[config.mk]
export PLATFORM = sky130hd
export DESIGN_NAME = rpfa_ctrl
export DESIGN_NICKNAME = d
export VERILOG_FILES = /design/src/rpfa_pkg.sv /design/src/rpfa_mod.sv /design/src/rpfa_ctrl.sv
export SDC_FILE = /design/constraint.sdc
export NUM_CORES = 1
export LEC_CHECK = 0
export BUFFER_PORTS_ARGS = -buffer_cell sky130_fd_sc_hd__buf_2
export CORE_ASPECT_RATIO = 1.1
export CORE_MARGIN = 2
export CORE_UTILIZATION = 30
export CTS_CLUSTER_DIAMETER = 100
export CTS_CLUSTER_SIZE = 28
export DETAILED_ROUTE_END_ITERATION = 6
export PLACE_DENSITY = 0.48
export SYNTH_ARGS = -nofsm -noshare
export SYNTH_HDL_FRONTEND = slang
export SYNTH_SLANG_ARGS = --single-unit
export TNS_END_PERCENT = 10
[constraint.sdc]
create_clock -name i_clk -period 10.1 [get_ports i_clk]
set_clock_uncertainty 0.15 [all_clocks]
set_input_delay 1.515 -clock i_clk [delete_from_list [all_inputs] [get_ports i_clk]]
set_output_delay 1.515 -clock i_clk [all_outputs]
set_load 0.005 [all_outputs]
[src/rpfa_pkg.sv]
// ============================================================================
// rpfa_pkg
// Shared constants, codes and types of the page-frame allocator.
// ============================================================================
package rpfa_pkg;

    localparam int NUM_FRAMES = 512;
    localparam int MAX_DUMP   = 64;
    localparam int FRAME_W    = $clog2(NUM_FRAMES);
    localparam int COUNT_W    = $clog2(NUM_FRAMES + 1);
    localparam int PAGE_W     = 20;
    localparam int RND_W      = 32;
    localparam int DUMP_W     = 7;
    localparam int REQ_W      = 2;
    localparam int STAT_W     = 2;

    // request codes
    localparam logic [REQ_W-1:0] REQ_ALLOC = 2'd0;
    localparam logic [REQ_W-1:0] REQ_FREE  = 2'd1;
    localparam logic [REQ_W-1:0] REQ_DUMP  = 2'd2;

    // status codes
    localparam logic [STAT_W-1:0] ST_OK       = 2'd0;
    localparam logic [STAT_W-1:0] ST_OOM      = 2'd1;
    localparam logic [STAT_W-1:0] ST_BAD_FREE = 2'd2;
    localparam logic [STAT_W-1:0] ST_BIG_DUMP = 2'd3;

    typedef struct packed {
        logic               we;
        logic [FRAME_W-1:0] addr;
        logic [FRAME_W-1:0] wdata;
    } t_mem_req;

    typedef struct packed {
        logic              valid;
        logic [PAGE_W-1:0] page;
        logic [STAT_W-1:0] status;
        logic              last;
    } t_result;

endpackage

[src/rpfa_mod.sv]
// ============================================================================
// rpfa_mod
// Restoring remainder unit: random draw modulo free count, one bit a cycle.
// ============================================================================
module rpfa_mod (
    input  logic                         i_clk,
    input  logic                         i_rst_n,
    input  logic                         i_start,
    input  logic [rpfa_pkg::RND_W-1:0]   i_dividend,
    input  logic [rpfa_pkg::COUNT_W-1:0] i_divisor,
    output logic                         o_done,
    output logic [rpfa_pkg::COUNT_W-1:0] o_rem
);
    import rpfa_pkg::*;

    localparam int CNT_W = $clog2(RND_W + 1);

    logic [RND_W-1:0]   r_q;
    logic [COUNT_W-1:0] r_rem;
    logic [COUNT_W-1:0] r_div;
    logic [CNT_W-1:0]   r_cnt;
    logic               r_busy;
    logic               r_done;
    logic [COUNT_W:0]   trial;

    // shift in next dividend bit, subtract when it fits
    assign trial = {r_rem, r_q[RND_W-1]};

    always_ff @(posedge i_clk) begin
        if (!i_rst_n) begin
            r_busy <= 1'b0;
            r_done <= 1'b0;
            r_cnt  <= '0;
        end else begin
            r_done <= 1'b0;
            if (i_start) begin
                r_busy <= 1'b1;
                r_cnt  <= CNT_W'(RND_W);
            end else if (r_busy) begin
                r_cnt <= r_cnt - 1'b1;
                if (r_cnt == CNT_W'(1)) begin
                    r_busy <= 1'b0;
                    r_done <= 1'b1;
                end
            end
        end
    end

    always_ff @(posedge i_clk) begin
        if (i_start) begin
            r_q   <= i_dividend;
            r_rem <= '0;
            r_div <= i_divisor;
        end else if (r_busy) begin
            r_q <= {r_q[RND_W-2:0], 1'b0};
            if (trial >= {1'b0, r_div}) begin
                r_rem <= COUNT_W'(trial - {1'b0, r_div});
            end else begin
                r_rem <= trial[COUNT_W-1:0];
            end
        end
    end

    assign o_done = r_done;
    assign o_rem  = r_rem;

endmodule

[src/rpfa_ctrl.sv]
// ============================================================================
// rpfa_ctrl
// Request sequencer: read-modify-write over the free and recent list RAMs.
// ============================================================================
module rpfa_ctrl (
    input  logic                         i_clk,
    input  logic                         i_rst_n,
    input  logic                         i_req_valid,
    output logic                         o_req_ready,
    input  logic [rpfa_pkg::REQ_W-1:0]   i_req_type,
    input  logic [rpfa_pkg::PAGE_W-1:0]  i_page_number,
    input  logic [rpfa_pkg::RND_W-1:0]   i_random_value,
    input  logic [rpfa_pkg::DUMP_W-1:0]  i_dump_count,
    input  logic [rpfa_pkg::PAGE_W-1:0]  i_base,
    input  logic                         i_out_free,
    output rpfa_pkg::t_result            o_result,
    output rpfa_pkg::t_mem_req           o_free_req,
    input  logic [rpfa_pkg::FRAME_W-1:0] i_free_rdata,
    output rpfa_pkg::t_mem_req           o_recent_req,
    input  logic [rpfa_pkg::FRAME_W-1:0] i_recent_rdata
);
    import rpfa_pkg::*;

    localparam logic [4:0] S_CLEAR  = 5'd0;
    localparam logic [4:0] S_IDLE   = 5'd1;
    localparam logic [4:0] S_DIV    = 5'd2;
    localparam logic [4:0] S_FRD    = 5'd3;
    localparam logic [4:0] S_FGET   = 5'd4;
    localparam logic [4:0] S_FSH_C  = 5'd5;
    localparam logic [4:0] S_FSH_R  = 5'd6;
    localparam logic [4:0] S_FSH_W  = 5'd7;
    localparam logic [4:0] S_RSH_C  = 5'd8;
    localparam logic [4:0] S_RSH_R  = 5'd9;
    localparam logic [4:0] S_RSH_W  = 5'd10;
    localparam logic [4:0] S_RPUT   = 5'd11;
    localparam logic [4:0] S_SR_C   = 5'd12;
    localparam logic [4:0] S_SR_R   = 5'd13;
    localparam logic [4:0] S_SR_M   = 5'd14;
    localparam logic [4:0] S_RDEL_C = 5'd15;
    localparam logic [4:0] S_RDEL_R = 5'd16;
    localparam logic [4:0] S_RDEL_W = 5'd17;
    localparam logic [4:0] S_FINS_C = 5'd18;
    localparam logic [4:0] S_FINS_R = 5'd19;
    localparam logic [4:0] S_FINS_W = 5'd20;
    localparam logic [4:0] S_FPUT   = 5'd21;
    localparam logic [4:0] S_DRD    = 5'd22;
    localparam logic [4:0] S_DOUT   = 5'd23;
    localparam logic [4:0] S_EMIT   = 5'd24;

    logic [4:0]         r_state, n_state;
    logic [4:0]         r_ret, n_ret;
    logic [COUNT_W-1:0] r_idx, n_idx;
    logic [COUNT_W-1:0] r_fcnt, n_fcnt;
    logic [COUNT_W-1:0] r_rcnt, n_rcnt;
    logic [FRAME_W-1:0] r_frame, n_frame;
    logic [DUMP_W-1:0]  r_num, n_num;
    logic [PAGE_W-1:0]  r_page, n_page;
    logic [STAT_W-1:0]  r_stat, n_stat;
    logic               r_last, n_last;

    logic               div_start;
    logic               div_done;
    logic [COUNT_W-1:0] div_rem;
    logic [PAGE_W-1:0]  free_off;
    logic [COUNT_W-1:0] idx_inc;
    logic [COUNT_W-1:0] idx_dec;

    rpfa_mod u_mod (
        .i_clk      (i_clk),
        .i_rst_n    (i_rst_n),
        .i_start    (div_start),
        .i_dividend (i_random_value),
        .i_divisor  (r_fcnt),
        .o_done     (div_done),
        .o_rem      (div_rem)
    );

    assign free_off = i_page_number - i_base;
    assign idx_inc  = r_idx + 1'b1;
    assign idx_dec  = r_idx - 1'b1;

    // sequence one request through the lists
    always_comb begin
        n_state   = r_state;
        n_ret     = r_ret;
        n_idx     = r_idx;
        n_fcnt    = r_fcnt;
        n_rcnt    = r_rcnt;
        n_frame   = r_frame;
        n_num     = r_num;
        n_page    = r_page;
        n_stat    = r_stat;
        n_last    = r_last;
        div_start = 1'b0;
        o_free_req   = '0;
        o_recent_req = '0;
        o_result     = '0;
        o_req_ready  = (r_state == S_IDLE);

        unique case (r_state)
            S_CLEAR: begin
                o_free_req.we    = 1'b1;
                o_free_req.addr  = r_idx[FRAME_W-1:0];
                o_free_req.wdata = FRAME_W'(NUM_FRAMES - 1) - r_idx[FRAME_W-1:0];
                n_idx = idx_inc;
                if (r_idx == COUNT_W'(NUM_FRAMES - 1)) begin
                    n_idx   = '0;
                    n_state = S_IDLE;
                end
            end
            S_IDLE: begin
                n_ret  = S_IDLE;
                n_page = '0;
                n_last = 1'b1;
                if (i_req_valid) begin
                    priority case (i_req_type)
                        REQ_ALLOC: begin
                            if (r_fcnt == '0) begin
                                n_stat  = ST_OOM;
                                n_state = S_EMIT;
                            end else begin
                                div_start = 1'b1;
                                n_state   = S_DIV;
                            end
                        end
                        REQ_FREE: begin
                            if (free_off >= PAGE_W'(NUM_FRAMES)) begin
                                n_stat  = ST_BAD_FREE;
                                n_state = S_EMIT;
                            end else begin
                                n_frame = free_off[FRAME_W-1:0];
                                n_idx   = '0;
                                n_state = S_SR_C;
                            end
                        end
                        REQ_DUMP: begin
                            if (COUNT_W'(i_dump_count) > r_rcnt
                                    || i_dump_count > DUMP_W'(MAX_DUMP)) begin
                                n_stat  = ST_BIG_DUMP;
                                n_state = S_EMIT;
                            end else if (i_dump_count != '0) begin
                                n_num   = i_dump_count;
                                n_idx   = '0;
                                n_state = S_DRD;
                            end
                        end
                        default: begin
                            n_state = S_IDLE;
                        end
                    endcase
                end
            end
            // allocate: pick position, close the gap, push on recent list
            S_DIV: begin
                if (div_done) begin
                    n_idx   = div_rem;
                    n_state = S_FRD;
                end
            end
            S_FRD: begin
                o_free_req.addr = r_idx[FRAME_W-1:0];
                n_state = S_FGET;
            end
            S_FGET: begin
                n_frame = i_free_rdata;
                n_state = S_FSH_C;
            end
            S_FSH_C: begin
                if (idx_inc < r_fcnt) begin
                    n_state = S_FSH_R;
                end else begin
                    n_idx   = r_rcnt;
                    n_state = S_RSH_C;
                end
            end
            S_FSH_R: begin
                o_free_req.addr = idx_inc[FRAME_W-1:0];
                n_state = S_FSH_W;
            end
            S_FSH_W: begin
                o_free_req.we    = 1'b1;
                o_free_req.addr  = r_idx[FRAME_W-1:0];
                o_free_req.wdata = i_free_rdata;
                n_idx   = idx_inc;
                n_state = S_FSH_C;
            end
            S_RSH_C: begin
                n_state = (r_idx != '0) ? S_RSH_R : S_RPUT;
            end
            S_RSH_R: begin
                o_recent_req.addr = idx_dec[FRAME_W-1:0];
                n_state = S_RSH_W;
            end
            S_RSH_W: begin
                o_recent_req.we    = 1'b1;
                o_recent_req.addr  = r_idx[FRAME_W-1:0];
                o_recent_req.wdata = i_recent_rdata;
                n_idx   = idx_dec;
                n_state = S_RSH_C;
            end
            S_RPUT: begin
                o_recent_req.we    = 1'b1;
                o_recent_req.wdata = r_frame;
                n_fcnt  = r_fcnt - 1'b1;
                n_rcnt  = r_rcnt + 1'b1;
                n_page  = i_base + PAGE_W'(r_frame);
                n_stat  = ST_OK;
                n_state = S_EMIT;
            end
            // free: find on recent list, close the gap, push on free list
            S_SR_C: begin
                if (r_idx < r_rcnt) begin
                    n_state = S_SR_R;
                end else begin
                    n_stat  = ST_BAD_FREE;
                    n_state = S_EMIT;
                end
            end
            S_SR_R: begin
                o_recent_req.addr = r_idx[FRAME_W-1:0];
                n_state = S_SR_M;
            end
            S_SR_M: begin
                if (i_recent_rdata == r_frame) begin
                    n_state = S_RDEL_C;
                end else begin
                    n_idx   = idx_inc;
                    n_state = S_SR_C;
                end
            end
            S_RDEL_C: begin
                if (idx_inc < r_rcnt) begin
                    n_state = S_RDEL_R;
                end else begin
                    n_idx   = r_fcnt;
                    n_state = S_FINS_C;
                end
            end
            S_RDEL_R: begin
                o_recent_req.addr = idx_inc[FRAME_W-1:0];
                n_state = S_RDEL_W;
            end
            S_RDEL_W: begin
                o_recent_req.we    = 1'b1;
                o_recent_req.addr  = r_idx[FRAME_W-1:0];
                o_recent_req.wdata = i_recent_rdata;
                n_idx   = idx_inc;
                n_state = S_RDEL_C;
            end
            S_FINS_C: begin
                n_state = (r_idx != '0) ? S_FINS_R : S_FPUT;
            end
            S_FINS_R: begin
                o_free_req.addr = idx_dec[FRAME_W-1:0];
                n_state = S_FINS_W;
            end
            S_FINS_W: begin
                o_free_req.we    = 1'b1;
                o_free_req.addr  = r_idx[FRAME_W-1:0];
                o_free_req.wdata = i_free_rdata;
                n_idx   = idx_dec;
                n_state = S_FINS_C;
            end
            S_FPUT: begin
                o_free_req.we    = 1'b1;
                o_free_req.wdata = r_frame;
                n_fcnt  = r_fcnt + 1'b1;
                n_rcnt  = r_rcnt - 1'b1;
                n_stat  = ST_OK;
                n_state = S_EMIT;
            end
            // dump: read newest entries one word at a time
            S_DRD: begin
                o_recent_req.addr = r_idx[FRAME_W-1:0];
                n_state = S_DOUT;
            end
            S_DOUT: begin
                n_page  = i_base + PAGE_W'(i_recent_rdata);
                n_stat  = ST_OK;
                n_last  = (idx_inc == COUNT_W'(r_num));
                n_ret   = (idx_inc == COUNT_W'(r_num)) ? S_IDLE : S_DRD;
                n_idx   = idx_inc;
                n_state = S_EMIT;
            end
            S_EMIT: begin
                o_result.valid  = i_out_free;
                o_result.page   = r_page;
                o_result.status = r_stat;
                o_result.last   = r_last;
                if (i_out_free) begin
                    n_state = r_ret;
                end
            end
            default: begin
                n_state = S_IDLE;
            end
        endcase
    end

    always_ff @(posedge i_clk) begin
        if (!i_rst_n) begin
            r_state <= S_CLEAR;
            r_ret   <= S_IDLE;
            r_idx   <= '0;
            r_fcnt  <= COUNT_W'(NUM_FRAMES);
            r_rcnt  <= '0;
        end else begin
            r_state <= n_state;
            r_ret   <= n_ret;
            r_idx   <= n_idx;
            r_fcnt  <= n_fcnt;
            r_rcnt  <= n_rcnt;
        end
    end

    always_ff @(posedge i_clk) begin
        r_frame <= n_frame;
        r_num   <= n_num;
        r_page  <= n_page;
        r_stat  <= n_stat;
        r_last  <= n_last;
    end

    // free and recent counts together cover every frame of the region
    a_count_sum: assert property (@(posedge i_clk) disable iff (!i_rst_n)
        (r_fcnt + r_rcnt) == COUNT_W'(NUM_FRAMES))
        else $error("free and recent counts do not cover the region");

    // remainder unit finishes only while an allocate waits for it
    a_div_owner: assert property (@(posedge i_clk) disable iff (!i_rst_n)
        div_done |-> (r_state == S_DIV))
        else $error("remainder done outside allocate");

    // a result is offered only in the emit state
    a_emit_state: assert property (@(posedge i_clk) disable iff (!i_rst_n)
        o_result.valid |-> (r_state == S_EMIT) && i_out_free)
        else $error("result pushed outside emit");

    // the position drawn lies inside the free list
    a_pos_range: assert property (@(posedge i_clk) disable iff (!i_rst_n)
        (r_state == S_FRD) |-> (r_idx < r_fcnt))
        else $error("allocate position beyond free count");

endmodule

==> flow_metrics.py <==
metrics = {
    "outcome": {
        "status": "finished, final reports clean",
    },
    "cells_and_area": {
        "layout_commonest_cell": "buf_2",
        "mostFrequentLayoutCells": "165 x buf_2, 128 x nand2_1, 121 x nor2_1, 100 x a21oi_1, 97 x ha_1",
        "nFillCells": 3944,
        "layout.cells.non_filler": 1981,
        "post-route-util_pct": 35.62,
        "fin_nets": 1677,
        "syn_to_final_growth_pct": 16.81,
        "drive_above_1_share_pct": 17.91,
    },
    "floorplan": {
        "start_util_pct": 30.49,
        "die_area_um2": 39400,
        "chipHeight_um": 208.0,
        "die_x_um": 189.4,
        "core_area_um2": 37220,
        "io_pins": 166,
        "fp-row-count": 74,
    },
    "synthesis": {
        "synth_largest_area_cell": "edfxtp_1",
        "yosysTopAreaCellShare_pct": 21.43,
        "synth_edf_count": 81,
        "synth_nets": 1542,
        "syn-cell-area_um2": 11350,
        "ys_ff_latch": 136,
        "avgSynthCellArea_um2": 8.488,
        "synthCells": 1337,
        "ys_types": 77,
        "yosys_warnings": 0,
        "synthTopCellsByArea": "edfxtp_1 21%, ha_1 11%, dfxtp_1 9.7%, xnor2_1 4.5%, a21oi_1 4.4%",
        "ys.flop_type": "edfxtp_1",
        "postSynth.asyncResetShare_pct": 0,
        "ys_seq_area_share_pct": 31.14,
    },
    "timing": {
        "max_freq_ghz": 0.1795,
        "maxSlewViolCount": 0,
        "finalSetupViolCount": 0,
        "layout_min_cycle_time_ns": 5.571,
        "setup_tns_ns": 0,
        "worst_pin_slew_ns": 1.299,
        "maxSlewHeadroom_pct": 12.74,
        "rsz0062_at_grt": "false",
        "post-route-period-util_pct": 55.16,
        "hold_violations": 0,
    },
    "placed_design": {
        "post-place-cells": 1947,
        "portBuffers": 165,
        "place_congestion": 0.8980,
        "hpwl_mm": 29.92,
    },
    "drt": {
        "vias": 10630,
        "wl_mm": 38.56,
        "dr.pass1.iters": 5,
        "postRouteAntennaNets": 0,
        "vias_per_cell": 5.364,
        "drtIter0Drc": 917,
        "post_drt_wl_per_cell_um": 19.46,
        "route.detailed.drc": 0,
    },
    "power_and_ir_drop": {
        "p_leak_nw": 5.389,
        "p_per_area_nw_per_um2": 116.4,
        "ir_worst_vdd_mv": 0.1326,
        "finalPower_w": 0.001543,
    },
    "global_routing": {
        "overflow": 0,
        "grt_pass1_vias": 10300,
        "grt_pass1_wl_mm": 59.90,
        "gr-usage-all-layers_pct": 19.65,
        "antenna_found_initial": 5,
        "grt_max_degree": 56,
    },
    "worst_setup_path": {
        "critical_path_class": "register to primary output",
        "end_kind": "primary output",
        "worstSetupStartpointType": "register",
        "arrival_ns": 3.91,
        "cp.required_ns": 8.44,
        "crit_path_max_fanout": 33,
    },
    "min_path": {
        "hold_class": "register to register",
    },
    "clock_tree": {
        "cts_post_setup_buffers_inserted": 0,
        "cts_made_buffers": 17,
        "cts.sinks": 136,
        "postCtsResizedCells": 0,
        "clk_path_buf_depth": 2,
        "clkTransAtPathRegs_ns": 0.06,
        "cts_htree_levels": 4,
        "holdBufCountCts": 0,
        "insertion_delay_ns": 0.44,
        "cts-root-buf": "clkbuf_16",
        "cts_tree": "yes",
    },
    "flow_run": {
        "drv_cap": 0,
    },
}
[logic make-up after synthesis]
family | count (synthesis) | share of synthesized area [%]
fa+ha+maj | 102 | 11.58
compound gates | 386 | 23.05
simple gates | 439 | 18.45
xor+xnor | 76 | 5.866
buf+inv | 152 | 5.314
flops | 136 | 31.14
mux | 46 | 4.609
[state kept, by name (all words and copies together) (netlist names)]
signal        flops
u_mod.o_rem      10
r_idx            10
r_rcnt           10
u_mod.r_cnt       6
u_mod.r_q        32
u_mod.r_div      10
r_last            1
r_fcnt           10
r_state           5
u_mod.r_busy      1
r_page           20
r_frame           9
r_stat            2
r_ret             2
u_mod.o_done      1
r_num             7
[power by group]
| part | leakage, nW | switching (W) | internal, W | total (W) |
|---|---|---|---|---|
| Sequential | 1.18 | 0.0000181 | 0.000595 | 0.000613 |
| Clock | 0.299 | 0.000271 | 0.000397 | 0.000667 |
| Combinational | 3.91 | 0.000152 | 0.000110 | 0.000262 |
[metrics by stage]
| step | setup WS, ns | instance area (um2) | hold slack (ns) |
|---|---|---|---|
| 2_1_floorplan | 5.117 | 11350 | 0.3060 |
| 3_3_place_gp | 4.690 | 12630 | 0.3374 |
| 3_5_place_dp | 4.618 | 12630 | 0.3438 |
| 4_1_cts | 4.542 | 13250 | 0.3513 |
| 5_1_grt | 4.208 | 13250 | 0.3938 |
| 6_report | 4.529 | 13260 | 0.3445 |
[synth_stat cells (32+ instances only)]
| master | number |
|---|---|
| nor3_1 | 32 |
| dfxtp_1 | 55 |
| o21ai_0 | 72 |
| nor2_1 | 122 |
| xnor2_1 | 58 |
| inv_1 | 88 |
| clkbuf_1 | 46 |
| ha_1 | 97 |
| a21oi_1 | 100 |
| mux2_2 | 40 |
| nand2_1 | 128 |
| and2_1 | 37 |
| edfxtp_1 | 81 |
[critical path, cell delays in order, from the launching register on]
cell and delay (ns):
dfxtp_1 0.31, buf_4 0.32, inv_2 0.13, nor2_1 0.63
nand3_1 0.76, inv_1 0.84, a221o_1 0.33, buf_2 0.13
[worst paths after layout]
path                               startpoint                          end  slack, ns  cells past startpoint
hold reg to reg   u_mod.r_cnt[1]$_SDFFE_PP0P_  u_mod.r_cnt[1]$_SDFFE_PP0P_       0.34                      2
setup / recovery      r_state[4]$_SDFFE_PN0P_                o_free_req[6]       4.53                      7
setup reg to reg      r_state[4]$_SDFFE_PN0P_       r_rcnt[8]$_SDFFE_PN0P_       4.64                     15
hold / removal    u_mod.r_cnt[1]$_SDFFE_PP0P_  u_mod.r_cnt[1]$_SDFFE_PP0P_       0.34                      2
[cell type report]
cell class | count | area [um2] | area share [%]
multi-input cells | 1049 | 7226 | 54.51
flip-flops and latches | 136 | 3533 | 26.65
repair buffers | 177 | 915.9 | 6.909
well taps | 494 | 618.1 | 4.663
clock buffers | 21 | 483.0 | 3.643
inverters | 91 | 341.6 | 2.577
clock inverters | 11 | 133.9 | 1.010
diodes | 2 | 5.005 | 0.03775
[metal layers]
metal | GRT usage (%) | wire (um) | part of all wire [%]
met5 | 0 | 34 | 0.088
met4 | 6.148 | 952 | 2.5
met3 | 4.909 | 2606 | 6.8
met2 | 31.54 | 17760 | 46
met1 | 25.87 | 17210 | 45
Power figures use the tool's default switching activity.
